<file path="config.mk">
export PLATFORM = sky130hd
export DESIGN_NAME = monotonic_sunset_stack
export DESIGN_NICKNAME = d
export VERILOG_FILES = /design/src/rtl/msstk_pkg.sv /design/src/rtl/msstk_mem.sv /design/src/rtl/msstk_outreg.sv /design/src/rtl/msstk_seq.sv /design/src/rtl/monotonic_sunset_stack.sv
export SDC_FILE = /design/constraint.sdc
export NUM_CORES = 1
export LEC_CHECK = 0
export ABC_AREA = 1
export BUFFER_PORTS_ARGS = -buffer_cell sky130_fd_sc_hd__buf_4
export CAP_MARGIN = 20
export CORE_MARGIN = 2
export CORE_UTILIZATION = 40
export CTS_CLUSTER_DIAMETER = 100
export DETAILED_ROUTE_END_ITERATION = 12
export PLACE_DENSITY_LB_ADDON = 0.15
export SLEW_MARGIN = 20
export SYNTH_ARGS = -nofsm -noshare
export SYNTH_HDL_FRONTEND = slang
export SYNTH_SLANG_ARGS = --single-unit
</file>
<file path="constraint.sdc">
create_clock -name clk_i -period 11.5 [get_ports clk_i]
set_input_delay 0.575 -clock clk_i [delete_from_list [all_inputs] [get_ports clk_i]]
set_output_delay 0.575 -clock clk_i [all_outputs]
set_load 0.01 [all_outputs]
</file>
<file path="src/rtl/msstk_pkg.sv">
`timescale 1ns / 1ps
// shared types for the monotonic sunset stack
// no dependencies

package msstk_pkg;

  localparam int unsigned FieldW = 16;

  typedef struct packed {
    logic [FieldW-1:0] height;
    logic [FieldW-1:0] position;
  } entry_t;

  typedef struct packed {
    entry_t ent;
    logic   last;
    logic   dropped;
  } result_t;

  typedef enum logic [1:0] {
    ST_IDLE,
    ST_POP,
    ST_PUSH,
    ST_EMIT
  } state_e;

endpackage

</file>
<file path="src/rtl/msstk_mem.sv">
`timescale 1ns / 1ps
// stack entry storage: one write port, one registered read port
// uses msstk_pkg::entry_t

module msstk_mem #(
  parameter int unsigned STACK_DEPTH = 32,
  parameter int unsigned AW = 5
) (
  input  logic                  clk_i,
  input  logic                  we_i,
  input  logic [AW-1:0]         waddr_i,
  input  msstk_pkg::entry_t     wdata_i,
  input  logic                  re_i,
  input  logic [AW-1:0]         raddr_i,
  output msstk_pkg::entry_t     rdata_o
);

  msstk_pkg::entry_t mem [STACK_DEPTH];
  msstk_pkg::entry_t rdata_q;

  always_ff @(posedge clk_i) begin
    if (we_i) begin
      mem[waddr_i] <= wdata_i;
    end
  end

  always_ff @(posedge clk_i) begin
    if (re_i) begin
      rdata_q <= mem[raddr_i];
    end
  end

  assign rdata_o = rdata_q;

endmodule

</file>
<file path="src/rtl/msstk_outreg.sv">
`timescale 1ns / 1ps
// output register holding one result until it is taken
// uses msstk_pkg::result_t

module msstk_outreg (
  input  logic                clk_i,
  input  logic                rst_ni,
  input  logic                load_i,
  input  msstk_pkg::result_t  res_i,
  output logic                free_o,
  output logic                valid_o,
  input  logic                ready_i,
  output msstk_pkg::result_t  res_o
);

  logic               valid_q;
  msstk_pkg::result_t res_q;

  always_ff @(posedge clk_i or negedge rst_ni) begin
    if (!rst_ni) begin
      valid_q <= 1'b0;
    end else if (load_i) begin
      valid_q <= 1'b1;
    end else if (ready_i) begin
      valid_q <= 1'b0;
    end
  end

  always_ff @(posedge clk_i) begin
    if (load_i) begin
      res_q <= res_i;
    end
  end

  assign free_o  = !valid_q || ready_i;
  assign valid_o = valid_q;
  assign res_o   = res_q;

endmodule

</file>
<file path="src/rtl/msstk_seq.sv">
`timescale 1ns / 1ps
// sequencer: pops, pushes and walks the stack memory for one request
// uses msstk_pkg types; drives msstk_mem and msstk_outreg

module msstk_seq #(
  parameter int unsigned STACK_DEPTH = 32,
  parameter int unsigned AW = 5,
  parameter int unsigned CW = 6
) (
  input  logic                            clk_i,
  input  logic                            rst_ni,
  input  logic                            in_valid_i,
  output logic                            in_ready_o,
  input  logic [msstk_pkg::FieldW-1:0]    height_i,
  input  logic [msstk_pkg::FieldW-1:0]    position_i,
  output logic                            we_o,
  output logic [AW-1:0]                   waddr_o,
  output msstk_pkg::entry_t               wdata_o,
  output logic                            re_o,
  output logic [AW-1:0]                   raddr_o,
  input  msstk_pkg::entry_t               rdata_i,
  input  logic                            out_free_i,
  output logic                            load_o,
  output msstk_pkg::result_t              res_o
);

  msstk_pkg::state_e state_q, state_d;
  logic [CW-1:0] cnt_q, cnt_d;
  logic [CW-1:0] k_q, k_d;
  logic          pend_q, pend_d;
  logic          drop_q, drop_d;
  msstk_pkg::entry_t req_q, req_d;

  logic [CW-1:0] cnt_m1;
  logic [CW-1:0] cnt_m2;

  assign cnt_m1 = cnt_q - CW'(1);
  assign cnt_m2 = cnt_q - CW'(2);

  always_ff @(posedge clk_i or negedge rst_ni) begin
    if (!rst_ni) begin
      state_q <= msstk_pkg::ST_IDLE;
      cnt_q   <= '0;
      k_q     <= '0;
      pend_q  <= 1'b0;
      drop_q  <= 1'b0;
    end else begin
      state_q <= state_d;
      cnt_q   <= cnt_d;
      k_q     <= k_d;
      pend_q  <= pend_d;
      drop_q  <= drop_d;
    end
  end

  always_ff @(posedge clk_i) begin
    req_q <= req_d;
  end

  always_comb begin
    state_d    = state_q;
    cnt_d      = cnt_q;
    k_d        = k_q;
    pend_d     = pend_q;
    drop_d     = drop_q;
    req_d      = req_q;
    in_ready_o = 1'b0;
    we_o       = 1'b0;
    waddr_o    = cnt_q[AW-1:0];
    wdata_o    = req_q;
    re_o       = 1'b0;
    raddr_o    = cnt_m1[AW-1:0];
    load_o     = 1'b0;
    res_o.ent     = rdata_i;
    res_o.last    = (k_q == cnt_q);
    res_o.dropped = drop_q;

    case (state_q)
      msstk_pkg::ST_IDLE: begin
        in_ready_o = 1'b1;
        if (in_valid_i) begin
          req_d.height   = height_i;
          req_d.position = position_i;
          if (cnt_q == '0) begin
            state_d = msstk_pkg::ST_PUSH;
          end else begin
            re_o    = 1'b1;
            raddr_o = cnt_m1[AW-1:0];
            state_d = msstk_pkg::ST_POP;
          end
        end
      end

      msstk_pkg::ST_POP: begin
        // read data is the current top entry
        if (rdata_i.height <= req_q.height) begin
          cnt_d = cnt_m1;
          if (cnt_m1 != '0) begin
            re_o    = 1'b1;
            raddr_o = cnt_m2[AW-1:0];
          end else begin
            state_d = msstk_pkg::ST_PUSH;
          end
        end else begin
          state_d = msstk_pkg::ST_PUSH;
        end
      end

      msstk_pkg::ST_PUSH: begin
        if (cnt_q < CW'(STACK_DEPTH)) begin
          we_o   = 1'b1;
          cnt_d  = cnt_q + CW'(1);
          drop_d = 1'b0;
        end else begin
          drop_d = 1'b1;
        end
        k_d     = '0;
        pend_d  = 1'b0;
        state_d = msstk_pkg::ST_EMIT;
      end

      msstk_pkg::ST_EMIT: begin
        load_o = pend_q && out_free_i;
        // read the next entry when the read register is free or draining
        if ((k_q != cnt_q) && (!pend_q || load_o)) begin
          re_o    = 1'b1;
          raddr_o = k_q[AW-1:0];
          k_d     = k_q + CW'(1);
          pend_d  = 1'b1;
        end else if (load_o) begin
          pend_d = 1'b0;
        end
        if (load_o && (k_q == cnt_q)) begin
          state_d = msstk_pkg::ST_IDLE;
        end
      end

      default: begin
        state_d = msstk_pkg::ST_IDLE;
      end
    endcase
  end

endmodule

</file>
<file path="src/rtl/monotonic_sunset_stack.sv">
`timescale 1ns / 1ps
// Keeps a strictly decreasing stack of (height, position) entries in a single
// port-pair memory. A request pops every stored entry whose height is at most
// the new height, pushes the new entry (or flags push_dropped when the stack is
// full and nothing popped), then streams the whole stack bottom to top with
// last_entry on the newest entry. Popping and streaming are paced by the
// one-entry-per-cycle read port of the stack memory; output backpressure
// stalls the stream. A new request is taken only once the previous run is
// fully handed to the output register. Memory contents need no clearing
// after reset.
// Depends on msstk_pkg, msstk_mem, msstk_seq and msstk_outreg.

module monotonic_sunset_stack #(
  parameter int unsigned STACK_DEPTH = 32
) (
  input  logic        clk_i,
  input  logic        rst_ni,
  input  logic        in_valid_i,
  output logic        in_ready_o,
  input  logic [15:0] height_i,
  input  logic [15:0] position_i,
  output logic        out_valid_o,
  input  logic        out_ready_i,
  output logic [15:0] entry_height_o,
  output logic [15:0] entry_position_o,
  output logic        last_entry_o,
  output logic        push_dropped_o
);

  localparam int unsigned AW = (STACK_DEPTH > 1) ? $clog2(STACK_DEPTH) : 1;
  localparam int unsigned CW = $clog2(STACK_DEPTH + 1);

  logic               we;
  logic [AW-1:0]      waddr;
  msstk_pkg::entry_t  wdata;
  logic               re;
  logic [AW-1:0]      raddr;
  msstk_pkg::entry_t  rdata;
  logic               out_free;
  logic               load;
  msstk_pkg::result_t res_in;
  msstk_pkg::result_t res_out;

  msstk_mem #(
    .STACK_DEPTH(STACK_DEPTH),
    .AW         (AW)
  ) u_mem (
    .clk_i  (clk_i),
    .we_i   (we),
    .waddr_i(waddr),
    .wdata_i(wdata),
    .re_i   (re),
    .raddr_i(raddr),
    .rdata_o(rdata)
  );

  msstk_seq #(
    .STACK_DEPTH(STACK_DEPTH),
    .AW         (AW),
    .CW         (CW)
  ) u_seq (
    .clk_i     (clk_i),
    .rst_ni    (rst_ni),
    .in_valid_i(in_valid_i),
    .in_ready_o(in_ready_o),
    .height_i  (height_i),
    .position_i(position_i),
    .we_o      (we),
    .waddr_o   (waddr),
    .wdata_o   (wdata),
    .re_o      (re),
    .raddr_o   (raddr),
    .rdata_i   (rdata),
    .out_free_i(out_free),
    .load_o    (load),
    .res_o     (res_in)
  );

  msstk_outreg u_outreg (
    .clk_i  (clk_i),
    .rst_ni (rst_ni),
    .load_i (load),
    .res_i  (res_in),
    .free_o (out_free),
    .valid_o(out_valid_o),
    .ready_i(out_ready_i),
    .res_o  (res_out)
  );

  assign entry_height_o   = res_out.ent.height;
  assign entry_position_o = res_out.ent.position;
  assign last_entry_o     = res_out.last;
  assign push_dropped_o   = res_out.dropped;

  // a taken request always leaves idle
  a_accept_busy: assert property (@(posedge clk_i) disable iff (!rst_ni)
    (in_valid_i && in_ready_o) |=> !in_ready_o)
    else $error("ready stayed high after a request");

  // results are produced only while a request is in progress
  a_load_busy: assert property (@(posedge clk_i) disable iff (!rst_ni)
    load |-> !in_ready_o)
    else $error("result loaded while idle");

  // the output register is never overwritten while it holds an untaken result
  a_no_overwrite: assert property (@(posedge clk_i) disable iff (!rst_ni)
    load |-> (!out_valid_o || out_ready_i))
    else $error("pending result overwritten");

endmodule
</file>
[Yosys cells after proc, flatten, opt, wreduce, memory -nomap -nowiden]
Memory sizes are Yosys's and may differ from the RTL's. A register that Yosys moved wholly into a read port is not among the register bits.
Index checks and enable logic that the tools add are counted.
Word-level totals
  register bits after elaboration: 83
  memory bits (writable): 1024
  output and inout bits: 36
  memories: 1
Memory list
  u_mem.mem: words 32, width 32, rd ports 1, clocked after memory_dff 1, wr ports 1, RTL line msstk_mem.sv:18  | msstk_pkg::entry_t mem [STACK_DEPTH];
Cells by class
  $add $sub $neg: 4
  magnitude comparators: 2
  equal/unequal tests: 12
  multiplexer cells: 33
  reduce and logical (&&, ||, !) cells: 18
Operators by type and width (count)
  one-hot mux 6 bit (2 select lines): 2
  two-way mux 6 bit: 3
  <= comparator 16 bit: 1
  two-way mux 1 bit: 16
  two-way mux 5 bit: 3
  adder 6 x 1 -> 6 bit, second input constant: 2
  two-way mux 2 bit: 5
  one-hot mux 5 bit (2 select lines): 1
  != test 2 x 1 -> 1 bit, second input constant: 4
  one-hot mux 2 bit (4 select lines): 1
  == test 6 bit: 1
  zero test 6 bit: 1
  less-than comparator 6 bit, second input constant: 1
  != test 6 bit: 1
  AND reduction 2 bit: 3
  AND reduction 3 bit: 2
  nonzero test 2 bit: 3
  nonzero test 6 bit: 1
  subtractor 6 x 1 -> 6 bit, second input constant: 1
  subtractor 5 x 2 -> 5 bit, second input constant: 1
  == test 2 bit, second input constant: 2
  logical AND 1 bit: 3
  != test 3 x 1 -> 1 bit, second input constant: 1
  != test 3 bit, second input constant: 1
  7 further kinds: 9

[Logic depth before layout (Yosys ltp)]
  depth after elaboration: 7
  mapped depth: 26
  mapped depth without buffers: 24

[Cells and area by module]
A second synthesis with hierarchy kept.
Unflattened totals
  cells, all modules: 3924
  area total of the unflattened synthesis: 46890.0 µm²
By module, submodules not included
  msstk_mem: instances 1, cells each 3536, area each 42726.0 µm²
  msstk_seq: instances 1, cells each 349, area each 3098.0 µm²
  msstk_outreg: instances 1, cells each 39, area each 1066.0 µm²

[Least setup slack after synthesis]
OpenSTA, ideal clock, no wires.
  path kind: register to register
  start point: reg u_seq.req_q (netlist bit u_seq.wdata_o[31])
  end point: reg u_mem.rdata_o[0] (netlist name)
  library setup time: 0.432 ns
  arrival time: 3.516 ns
  data required time: 11.068 ns
  slack: 7.552 ns
  stages on the path, launching flop included: 11
  buffers on the path: 0
  clock period less this slack: 3.948 ns
  cell sequence: edfxtp_1 > inv_1 > ha_1 > nand2_1 > nor3_1 > nand3_1 > nand2_1 > inv_1 > nor2_1 > nor2_1 > a21oi_1
On the way
  cells in the longest elaborated chain, start to end: 3
RTL lines
  start, declared: RTL line msstk_seq.sv:32  | msstk_pkg::entry_t req_q, req_d;
  start signal, assigned: RTL line msstk_seq.sv:57  | req_q <= req_d;
  <= comparator 16 bit: RTL line msstk_seq.sv:96  | if (rdata_i.height <= req_q.height) begin
  two-way mux 1 bit: RTL line msstk_seq.sv:96
  one-hot mux 1 bit (3 select lines): RTL line msstk_seq.sv:78  | case (state_q)
  via re: RTL line monotonic_sunset_stack.sv:36  | logic re;
The timed path passes the listed nets, and every way through them passes these cells.
A chain may end at the register's enable or synchronous reset.

[Final worst setup path]
  start point: reg u_seq.req_q (netlist bit u_seq.wdata_o[31])
  end point: reg u_mem.rdata_o[15] (netlist name)
On the way
  cells in the longest elaborated chain, start to end: 3
RTL lines (RTL line)
  <= comparator 16 bit (*): msstk_seq.sv:96
  two-way mux 1 bit / two-way mux 5 bit (equally long branches): msstk_seq.sv:96
  one-hot mux 1 bit (3 select lines) / one-hot mux 5 bit (2 select lines) (equally long branches): msstk_seq.sv:78
Every way passes the cells marked *; elsewhere a longest branch is shown, timed or not.

==> qor.txt <==
sequential-to-total area share from yosys stat: 0.688
Arrival @ worst endpoint: 6.43 ns
final setup violation count: 0
vias post-DR: 33240
first-pass detailed-route iteration total: 5
vias per std cell: 5.32
clock skew: 0.0324 ns
drt drc: 0
leading cell type in the layout, fill and taps excluded: edfxtp_1
top_reg_cell synth: edfxtp_1
HPWL after DPL: 74100 um
row count: 129
Port Buffers: 71
RePlAce Congestion: 0.812
global-route wire length before repair: 222000 um
setup TNS: 0 ns
Post-Syn Area: 49600 um^2
Buf+Inv Stages, Crit Path: 3
Cells after Synth: 4516
final wirelength: 154000 um
Hold Path Class: primary input to flip-flop
Yosys warnings: 0
crit path from: u_seq.wdata_o[31]$_DFFE_PP_
RSZ-0062 raised after global routing: no
EDFF count, synth: 1122
most frequent cells in the layout: 1122 x edfxtp_1, 1108 x nand3_1, 1068 x nand2_1
CTS tree: built
Reg2Reg Setup Slack: 5.51 ns
main area contributors after synthesis: edfxtp_1 68%, nand3_1 11%, nand2_1 8.1%
Area Overhead vs Synth: 11.8%
Fin. Hold Viols: 0
Yosys cell types: 34
clk sinks: 1139
top cell type's share of synthesized area: 0.679
GRT overflow: 0
initial antenna violation count: 4
CP dominant cell by count: nand3_1
vias in the first global route: 31369
Crit Path Category: flip-flop to flip-flop
Max FO, Critical Path: 195
Detail Route Antenna Nets: 0
worst-margin pin slew: 1.27 ns
Initial Util: 0.402
# IOs: 72
ant diodes: 0
H-tree levels: 3
gr usage total: 0.240
syn nets: 4581
Slowest cell on crit path: edfxtp_1
CP startpoint kind: flip-flop
max_slew headroom: 0.153
clock buffer count from CTS: 120
Tmin final: 5.99 ns
cell taking the most area after synthesis: edfxtp_1
largest net degree at the start of global routing: 222
Wirelength per Cell: 24.6 um
die width: 356 um
Max Cap Viol: 0
FF-to-FF Start: u_seq.wdata_o[31]$_DFFE_PP_
crit path capture type: flip-flop
layout cells sized above 1: 0.0790
Crit path max-delay family: simple AND/OR/NAND/NOR gates
Crit path largest cell delay: 1.01 ns
clock slew at reported path FFs: 0.06 ns
hold path start: position_i[0]
clock root buffer: clkbuf_16
Net count, final: 4573
final slew viol count: 0
clock latency on the worst-skew pair: 0.72 ns
die area: 127000 um^2
crit-path cells: inv_1, ha_1, nand2_1, nor3_1, nand3_1, nand3_1, nand3_2, nand2_8, buf_12, buf_12, nand3_1, nand3_1, nand3_1, nand3_1, nand2_1, nand2_1, nand2_1
setup repair bufs after CTS: 0
synthesized area per cell: 11.0 um^2
Max clock buf depth: 3
outcome: finished clean
Post-synth ARST share: 0.0149
Core Footprint: 123000 um^2
DR iter-0 viols: 3430
Die Span Y: 356 um
Synth Register Bits: 1139
Tcrit/Tclk final: 0.521
critical path data required time: 11.93 ns
FMAX: 167 MHz
## state kept, by name, summed over array words and instances (netlist names)
| register | count |
|---|---|
| u_seq.drop_q | 1 |
| u_seq.k_q | 6 |
| u_seq.state_q | 2 |
| u_seq.wdata_o | 32 |
| u_mem.rdata_o | 32 |
| u_seq.pend_q | 1 |
| u_mem.mem | 1024 |
| u_seq.cnt_q | 6 |
| u_outreg.valid_o | 1 |
| u_outreg.res_o | 34 |
## final timing paths
path / to / cells after the start
max: u_mem.rdata_o[15]$_DFFE_PP_ / 17
min: u_seq.wdata_o[0]$_DFFE_PP_ / 1
max reg2reg: u_mem.rdata_o[15]$_DFFE_PP_ / 17
min reg2reg: u_outreg.res_o[17]$_DFFE_PP_ / 0
max in group asynchronous: u_seq.k_q[2]$_DFFE_PN0P_ / 2
min in group asynchronous: u_seq.cnt_q[5]$_DFFE_PN0P_ / 2
## logic make-up after synthesis
| kind of cell | Yosys count | synth area share |
|---|---|---|
| buffers and inverters | 876 | 0.0739 |
| XOR/XNOR | 11 | 0.00209 |
| AO/OA/AOI/OAI | 43 | 0.00477 |
| AND/OR/NAND/NOR | 2418 | 0.224 |
| adder cells (fa/ha/maj) | 29 | 0.00731 |
| flip-flops | 1139 | 0.688 |
## worst register-to-register path, cell delays in order, from the launching register on
cell	delay, ns
edfxtp_1	1.01
inv_1	0.11
ha_1	0.33
nand2_1	0.10
nor3_1	0.53
nand3_1	0.23
nand3_1	0.16
nand3_2	0.14
nand2_8	0.43
buf_12	0.72
buf_12	1.01
nand3_1	0.31
nand3_1	0.14
nand3_1	0.11
nand3_1	0.14
nand2_1	0.07
nand2_1	0.09
nand2_1	0.10
## layer usage
metal / routed length [um] / global-route usage / part of all wire / vias up
met5: 0 / 0 / 0 / -
li1: - / - / - / 15311
met4: 3360 / 0.0583 / 0.022 / 0
met3: 8650 / 0.0242 / 0.056 / 218
met2: 74000 / 0.402 / 0.48 / 1123
met1: 67700 / 0.337 / 0.44 / 16588
## per-stage QoR
step | instances | hold slack, ns | util | area (um^2) | setup WS (ns)
6_report | 6247 | 0.0430 | 0.450 | 55500 | 5.51
5_1_grt | 6247 | 0.0236 | 0.450 | 55500 | 5.25
4_1_cts | 6246 | 0.00255 | 0.450 | 55400 | 5.76
3_5_place_dp | 6020 | 0.409 | 0.420 | 51800 | 5.80
3_3_place_gp | 6020 | 0.412 | 0.420 | 51800 | 5.83
2_1_floorplan | 4516 | 0.279 | - | 49600 | 7.55
## area by class of cell
class                           count  area [um^2]
Clock inverter                     75          522
Clock buffer                      149         3150
Fill cell                       11403        67900
Sequential cell                  1139        34100
Timing Repair Buffer              147         1200
Tap cell                         1637         2050
Multi-Input combinational cell   2501        12200
Inverter                          599         2250
## cell usage after synthesis, types with 10 or more instances
master	instances
clkbuf_1	64
nor2_1	60
nand3b_1	160
nand3_1	1108
nand2_1	1070
xor2_1	10
buf_4	28
edfxtp_1	1122
o21ai_0	15
buf_2	169
dfrtp_1	17
ha_1	29
a21oi_1	17
inv_1	596
## what timing repair did
item	4_1_cts	5_1_grt
gates resized for setup	0	0
endpoints found under the hold margin	18	0
hold buffers	2	0
Power is left out: the tool's default activity adds up to more than one toggle a clock period on the data nets, which glitch-free logic cannot reach.
